### src/rcct_pkg.sv
// shared types and constants for the rectangle claim conflict table
`default_nettype none

package rcct_pkg;

    localparam int TABLE_SLOTS = 32;
    localparam int ID_BITS     = 16;
    localparam int COORD_W     = 32;
    localparam int SLOT_W      = (TABLE_SLOTS > 1) ? $clog2(TABLE_SLOTS) : 1;
    localparam int CNT_W       = $clog2(TABLE_SLOTS + 1);
    localparam int HELD_W      = 6;
    localparam int STATUS_W    = 3;

    localparam logic [STATUS_W-1:0] STAT_GRANTED  = 3'd0;
    localparam logic [STATUS_W-1:0] STAT_CONFLICT = 3'd1;
    localparam logic [STATUS_W-1:0] STAT_FULL     = 3'd2;
    localparam logic [STATUS_W-1:0] STAT_RELEASED = 3'd3;
    localparam logic [STATUS_W-1:0] STAT_NOT_HELD = 3'd4;

    localparam logic REQ_CLAIM   = 1'b0;
    localparam logic REQ_RELEASE = 1'b1;

    typedef struct packed {
        logic [ID_BITS-1:0]        owner;
        logic signed [COORD_W-1:0] left;
        logic signed [COORD_W-1:0] bottom;
        logic signed [COORD_W-1:0] right;
        logic signed [COORD_W-1:0] top;
    } entry_t;

    localparam int ENTRY_W = $bits(entry_t);

    typedef struct packed {
        logic owner_hit;
        logic overlap;
    } cmp_t;

    typedef enum logic [1:0] {
        S_IDLE,
        S_SCAN,
        S_LAST,
        S_DECIDE
    } state_t;

endpackage

`default_nettype wire

### src/rcct_overlap.sv
// owner match and positive-area overlap test of the request against one stored entry
`default_nettype none

module rcct_overlap
    import rcct_pkg::*;
(
    input  wire logic [ID_BITS-1:0] req_id,
    input  wire logic [COORD_W-1:0] req_x_lo,
    input  wire logic [COORD_W-1:0] req_y_lo,
    input  wire logic [COORD_W-1:0] req_x_hi,
    input  wire logic [COORD_W-1:0] req_y_hi,
    input  wire entry_t             entry,
    output cmp_t                    result
);

    logic apart_x;
    logic apart_y;

    // touching edges count as apart
    assign apart_x = ($signed(req_x_hi) <= $signed(entry.left)) ||
                     ($signed(entry.right) <= $signed(req_x_lo));
    assign apart_y = ($signed(req_y_hi) <= $signed(entry.bottom)) ||
                     ($signed(entry.top) <= $signed(req_y_lo));

    assign result.owner_hit = (entry.owner == req_id);
    assign result.overlap   = !(apart_x || apart_y);

endmodule

`default_nettype wire

### src/rectangle_claim_conflict_table.sv
// top level of the rectangle claim conflict table: slot memory, scan sequencer, decision
// one transaction at a time; the next start is taken in the result strobe cycle
// the scan reads one slot of the table memory (separate read and write addresses) per
// cycle (32 reads); S_LAST does the last compare, S_DECIDE the decision and write-back
// reset clears all slot valid bits and the held count at once; the memory itself is not
// cleared, entries are only looked at while their valid bit is set
`default_nettype none

module rectangle_claim_conflict_table
    import rcct_pkg::*;
(
    input  wire logic                clk,
    input  wire logic                rst_n,
    input  wire logic                start,
    output      logic                busy,
    input  wire logic                req_type,
    input  wire logic [15:0]         owner_id,
    input  wire logic signed [31:0]  box_x_lo,
    input  wire logic signed [31:0]  box_y_lo,
    input  wire logic signed [31:0]  box_x_hi,
    input  wire logic signed [31:0]  box_y_hi,
    output      logic                done,
    output      logic [STATUS_W-1:0] status,
    output      logic [HELD_W-1:0]   held_count
);

    // slot table: boxes and owners in memory, valid bits in flops
    logic [ENTRY_W-1:0] mem [TABLE_SLOTS];
    logic [ENTRY_W-1:0] rd_data_reg;
    logic               mem_we;
    entry_t             wr_entry;

    // captured transaction
    logic               req_type_reg;
    logic [ID_BITS-1:0] req_id_reg;
    logic [COORD_W-1:0] req_x_lo_reg;
    logic [COORD_W-1:0] req_y_lo_reg;
    logic [COORD_W-1:0] req_x_hi_reg;
    logic [COORD_W-1:0] req_y_hi_reg;
    logic               accept;

    // sequencer and scan accumulators
    state_t             state_reg, state_next;
    logic [SLOT_W-1:0]  idx_reg, idx_next;
    logic               cmp_vld_reg, cmp_vld_next;
    logic [SLOT_W-1:0]  cmp_idx_reg, cmp_idx_next;
    logic               conflict_reg, conflict_next;
    logic               found_reg, found_next;
    logic [SLOT_W-1:0]  found_idx_reg, found_idx_next;
    logic [TABLE_SLOTS-1:0] valid_reg, valid_next;
    logic [CNT_W-1:0]   held_reg, held_next;

    // result registers
    logic                done_reg, done_next;
    logic [STATUS_W-1:0] status_reg, status_next;
    logic [HELD_W-1:0]   count_out_reg, count_out_next;

    // lowest free slot
    logic               free_any;
    logic [SLOT_W-1:0]  free_idx;

    cmp_t               cmp;

    assign busy   = (state_reg != S_IDLE);
    assign accept = start && !busy;

    // id bits above ID_BITS are ignored
    always_ff @(posedge clk)
    begin
        if (accept)
        begin
            req_type_reg <= req_type;
            req_id_reg   <= ID_BITS'(owner_id);
            req_x_lo_reg <= box_x_lo;
            req_y_lo_reg <= box_y_lo;
            req_x_hi_reg <= box_x_hi;
            req_y_hi_reg <= box_y_hi;
        end
    end

    assign wr_entry.owner  = req_id_reg;
    assign wr_entry.left   = req_x_lo_reg;
    assign wr_entry.bottom = req_y_lo_reg;
    assign wr_entry.right  = req_x_hi_reg;
    assign wr_entry.top    = req_y_hi_reg;

    // table with separate write and read addresses: write only in the decision cycle, reads during the scan
    always_ff @(posedge clk)
    begin
        if (mem_we)
        begin
            mem[free_idx] <= wr_entry;
        end
        rd_data_reg <= mem[idx_reg];
    end

    rcct_overlap u_overlap (
        .req_id   (req_id_reg),
        .req_x_lo (req_x_lo_reg),
        .req_y_lo (req_y_lo_reg),
        .req_x_hi (req_x_hi_reg),
        .req_y_hi (req_y_hi_reg),
        .entry    (entry_t'(rd_data_reg)),
        .result   (cmp)
    );

    // priority encoder for the lowest invalid slot
    always_comb
    begin
        free_any = 1'b0;
        free_idx = '0;
        for (int i = TABLE_SLOTS - 1; i >= 0; i--)
        begin
            if (!valid_reg[i])
            begin
                free_any = 1'b1;
                free_idx = SLOT_W'(i);
            end
        end
    end

    always_ff @(posedge clk or negedge rst_n)
    begin
        if (!rst_n)
        begin
            state_reg     <= S_IDLE;
            idx_reg       <= '0;
            cmp_vld_reg   <= 1'b0;
            cmp_idx_reg   <= '0;
            conflict_reg  <= 1'b0;
            found_reg     <= 1'b0;
            found_idx_reg <= '0;
            valid_reg     <= '0;
            held_reg      <= '0;
            done_reg      <= 1'b0;
            status_reg    <= STAT_GRANTED;
            count_out_reg <= '0;
        end
        else
        begin
            state_reg     <= state_next;
            idx_reg       <= idx_next;
            cmp_vld_reg   <= cmp_vld_next;
            cmp_idx_reg   <= cmp_idx_next;
            conflict_reg  <= conflict_next;
            found_reg     <= found_next;
            found_idx_reg <= found_idx_next;
            valid_reg     <= valid_next;
            held_reg      <= held_next;
            done_reg      <= done_next;
            status_reg    <= status_next;
            count_out_reg <= count_out_next;
        end
    end

    always_comb
    begin
        state_next     = state_reg;
        idx_next       = idx_reg;
        cmp_vld_next   = 1'b0;
        cmp_idx_next   = idx_reg;
        conflict_next  = conflict_reg;
        found_next     = found_reg;
        found_idx_next = found_idx_reg;
        valid_next     = valid_reg;
        held_next      = held_reg;
        done_next      = 1'b0;
        status_next    = status_reg;
        count_out_next = count_out_reg;
        mem_we         = 1'b0;

        // fold in the slot read in the previous cycle; own boxes never conflict
        if (cmp_vld_reg && valid_reg[cmp_idx_reg])
        begin
            if (cmp.owner_hit)
            begin
                found_next     = 1'b1;
                found_idx_next = cmp_idx_reg;
            end
            else if (cmp.overlap)
            begin
                conflict_next = 1'b1;
            end
        end

        unique case (state_reg)
            S_IDLE:
            begin
                if (start)
                begin
                    state_next    = S_SCAN;
                    idx_next      = '0;
                    conflict_next = 1'b0;
                    found_next    = 1'b0;
                end
            end
            S_SCAN:
            begin
                cmp_vld_next = 1'b1;
                cmp_idx_next = idx_reg;
                if (idx_reg == SLOT_W'(TABLE_SLOTS - 1))
                begin
                    state_next = S_LAST;
                end
                else
                begin
                    idx_next = idx_reg + 1'b1;
                end
            end
            S_LAST:
            begin
                // last slot compare lands this cycle
                state_next = S_DECIDE;
            end
            S_DECIDE:
            begin
                state_next = S_IDLE;
                done_next  = 1'b1;
                if (req_type_reg == REQ_CLAIM)
                begin
                    // conflict first, then already held, then room check
                    priority if (conflict_reg)
                    begin
                        status_next = STAT_CONFLICT;
                    end
                    else if (found_reg)
                    begin
                        status_next = STAT_GRANTED;
                    end
                    else if (!free_any)
                    begin
                        status_next = STAT_FULL;
                    end
                    else
                    begin
                        mem_we               = 1'b1;
                        valid_next[free_idx] = 1'b1;
                        held_next            = held_reg + 1'b1;
                        status_next          = STAT_GRANTED;
                    end
                end
                else
                begin
                    if (found_reg)
                    begin
                        valid_next[found_idx_reg] = 1'b0;
                        if (held_reg != '0)
                        begin
                            held_next = held_reg - 1'b1;
                        end
                        status_next = STAT_RELEASED;
                    end
                    else
                    begin
                        status_next = STAT_NOT_HELD;
                    end
                end
                count_out_next = HELD_W'(held_next);
            end
            default:
            begin
                state_next = S_IDLE;
            end
        endcase
    end

    assign done       = done_reg;
    assign status     = status_reg;
    assign held_count = count_out_reg;

endmodule

`default_nettype wire

### config.mk
export PLATFORM = sky130hd
export DESIGN_NAME = rectangle_claim_conflict_table
export DESIGN_NICKNAME = d
export VERILOG_FILES = /design/src/rcct_pkg.sv /design/src/rcct_overlap.sv /design/src/rectangle_claim_conflict_table.sv
export SDC_FILE = /design/constraint.sdc
export NUM_CORES = 2
export LEC_CHECK = 0
export BUFFER_PORTS_ARGS = -buffer_cell sky130_fd_sc_hd__buf_4
export CAP_MARGIN = 25
export CORE_MARGIN = 2
export CORE_UTILIZATION = 60
export CTS_BUF_LIST = sky130_fd_sc_hd__clkbuf_4
export DETAILED_ROUTE_END_ITERATION = 8
export GPL_ROUTABILITY_DRIVEN = 0
export GPL_TIMING_DRIVEN = 0
export PLACE_DENSITY = 0.78
export SLEW_MARGIN = 40
export SYNTH_ARGS = -nofsm -noshare
export SYNTH_HDL_FRONTEND = slang
export SYNTH_MEMORY_MAX_BITS = 65536
export SYNTH_SLANG_ARGS = --single-unit
### constraint.sdc
create_clock -name clk -period 12.78 [get_ports clk]
set_clock_uncertainty 0.1 [all_clocks]
set_input_delay 0.639 -clock clk [delete_from_list [all_inputs] [get_ports clk]]
set_output_delay 0.639 -clock clk [all_outputs]
set_load 0.005 [all_outputs]
==> metrics <==
TritonCTS clock tree=yes; largest net degree at the start of global routing=63; cell occurring most often along the worst timing path=sky130_fd_sc_hd__buf_8; number of flip-flops and latches in the synthesized netlist=4,959; clk sink count=4,959; final critical-path required period=5.40 ns; post-CTS setup buffer count=0; std cell rows=205; worst-case vdd ir drop=0.000148 V; leakage power total=72.9 nW; slowest stage delay, CP=0.57 ns; kind of start point of the critical path=flop; worst slack at placement=7.93 ns; insertion delay to the later sink of the worst-skew pair=1.73 ns; count of final hold-check violations=0; maximum clock path buffer count=5; Root Driver=sky130_fd_sc_hd__clkbuf_4; final-report max-slew violation count=0; Die ar.=0.318 sq mm; post-route setup slack=7.38 ns; via count of the first global-routing pass=102,000; critical-path maximum fanout=14; number of nets in the layout=10,300; worst setup path category=reg -> reg; Layout Utilization=71.3%; synthesized netlist cell count=7,690; Worst Setup End Kind=flop; max FFs per register=4,608; cell chain of the critical path=nand4_1 > nor4_1 > and3_1 > nand3b_1 > nor3_1 > nand3_1 > clkbuf_2 > nor2_4 > buf_8 > buf_8 > buf_16 > buf_16 > buf_8 > buf_8; global-route wire length before repair=706,000 um; Cell Count, Final, Fillers Out=15,000; sequential share of the synthesized area=78.3%; failing checks=design-rule violations; Slew Limit Headroom=35.5%; clock transition time at the flip-flop clock pins of the worst setup and hold paths=0.12 ns; synthesis-to-finish area growth=18.2%; Primary FF master, synth=sky130_fd_sc_hd__edfxtp_1; Final TNS setup=0 ns; detailed placer's ending HPWL=321,000 um; Yosys cell types=58; Initial Util=60.3%; Critical Path AT=6.63 ns; DIE WIDTH=564 um; total I/O pin count=159; area of the mapped netlist=0.188 sq mm; number of synthesized flops with an enable pin=4,753; worst min-delay path category=in -> reg; count of yosys warnings during synthesis=0; Inst Count DP=12,400; DRT iter0 DRCs=14,800; proportion of layout cells with a drive suffix above 1=40.7%; Antenna Nets Post-Route=0; final setup fails=0; total power density per cell area=201 mW/mm^2; share of synthesized flip-flops with an asynchronous set or reset=1.25%; antenna violations before repair=36; Avg WL per Cell=33.7 um; global-route congestion overflow total=0; routed wire length=505,000 um; number of H-tree levels=7; leading cell types in the layout, fill and taps excluded=sky130_fd_sc_hd__edfxtp_1, sky130_fd_sc_hd__clkbuf_4, sky130_fd_sc_hd__mux4_2, sky130_fd_sc_hd__dlygate4sd3_1, sky130_fd_sc_hd__buf_8; data required time at the worst endpoint=14.00 ns; DRT Pass-1 Iters=9; most frequent standard cell in the layout excluding fill and tap cells=sky130_fd_sc_hd__edfxtp_1; RSZ-0062 raised after global routing=no; y dimension of the die=564 um; mean cell area of the mapped netlist=24.5 sq um; nets in the synthesized netlist=7,978; via density per instance=6.58; vias=98,700; slowest CP cell=sky130_fd_sc_hd__clkbuf_2; area of the core region=0.312 sq mm; worst-margin pin slew=0.968 ns; global router's overall resource usage=32.0%; detailed-route DRC error count=211; CTS buffer count=1,243; count of buffers from port buffering=158; outcome=finished with violations; Final Cycle Share=42.3%; Max Cap Viol=0; Max Fclk=185 MHz
## through the flow
step / power (mW) / area, sq um / hold slack (ns)
floorplan: 27.1 / 188000 / 0.243
global placement: 30.7 / 194000 / 0.263
detailed placement: 31.4 / 202000 / 0.275
CTS: 44.3 / 221000 / 0.000103
global route: 46.1 / 222000 / 0.0947
finish: 44.8 / 222000 / 0.182
## critical path, delay by kind of cell, from the launching register on
family	cells	cell delay, ns
buf+inv	7	1.76
flops	1	0.51
simple gates	7	2.53
## synth_stat cells, drive strengths merged, types with 2 or more instances
cell     count  area [sq um]
nor2b        8          50.1
a2111oi      3          26.3
a31oi        8          50.1
nor3        15          75.1
and3         4          25.0
a211oi       8          60.1
xnor2        2          17.5
mux2       151          1700
buf        158           728
o21a         3          22.5
dfrtp       62          1550
edfxtp    4753        143000
clkbuf     189           709
and4         2          17.5
or3          4          25.0
a221oi       2          17.5
a31o         2          17.5
a21o        28           210
nand3       23           115
o21ai       97           485
mux2i        3          30.0
o32ai        2          17.5
nand2b       5          31.3
mux4      1450         32700
o221ai       3          26.3
nand3b       5          37.5
or3b         2          17.5
a21oi       52           260
nand2       64           240
nor2        62           235
nor4        17           106
nand4       30           188
and2         3          18.8
ha         139          1740
o211ai       6          45.0
inv        145           544
a22oi        3          22.5
dfxtp      144          2880
xor2        20           175
## repair_timing
item | 4_1_cts | 5_1_grt
gates resized for setup | 0 | 0
hold endpoints to repair | 351 | 0
hold buffers | 360 | 0
## layout make-up
class,instances,area [sq um]
antenna,43,108
buffer,347,1650
clock buffer,1788,13400
clock inverter,298,1540
fill,17000,89600
inverter,146,548
multi-input combinational,2238,39200
sequential,4959,147000
tap,4140,5180
timing repair buffer,1040,13500
## power breakdown
| part | switching [mW] | internal [mW] |
|---|---|---|
| registers | 0.678 | 18.9 |
| clock network | 6.35 | 6.68 |
| logic | 6.57 | 5.56 |
## cells by family (layout without fill, tap and decap cells)
kind of cell / count (synthesis) / after routing / synth area share, %
fa+ha+maj: 140 / 140 / 0.936
mux: 1604 / 1604 / 18.3
buf+inv: 493 / 3619 / 1.06
other cells: 0 / 43 / 0
compound gates: 225 / 225 / 0.706
simple gates: 247 / 247 / 0.643
xor+xnor: 22 / 22 / 0.102
flops: 4959 / 4959 / 78.3
## routing by layer
layer,vias to the layer above,part of all wire (%),global-route usage [%]
li1,38500,-,-
met1,50200,32,38.2
met2,8300,50,52.6
met3,1764,12,9.76
met4,22,5.8,17.3
met5,-,0.029,0
## final timing paths
| check | startpoint | to | slack [ns] | cells past startpoint |
|---|---|---|---|---|
| max reg2reg | valid_reg[21]$_DFFE_PN0P_ | mem[22][107]$_DFFE_PP_ | 7.38 | 14 |
| min in group asynchronous | rst_n | valid_reg[30]$_DFFE_PN0P_ | 0.44 | 5 |
| min | box_y_lo[11] | req_y_lo_reg[11]$_DFFE_PP_ | 0.18 | 3 |
| max in group asynchronous | rst_n | valid_reg[4]$_DFFE_PN0P_ | 11.77 | 5 |
| max | valid_reg[21]$_DFFE_PN0P_ | mem[22][107]$_DFFE_PP_ | 7.38 | 14 |
| min reg2reg | cmp_idx_next[2]$_DFFE_PN0P_ | cmp_idx_reg[2]$_DFF_PN0_ | 0.32 | 0 |
Note: power is estimated with default switching activity, not from simulation.
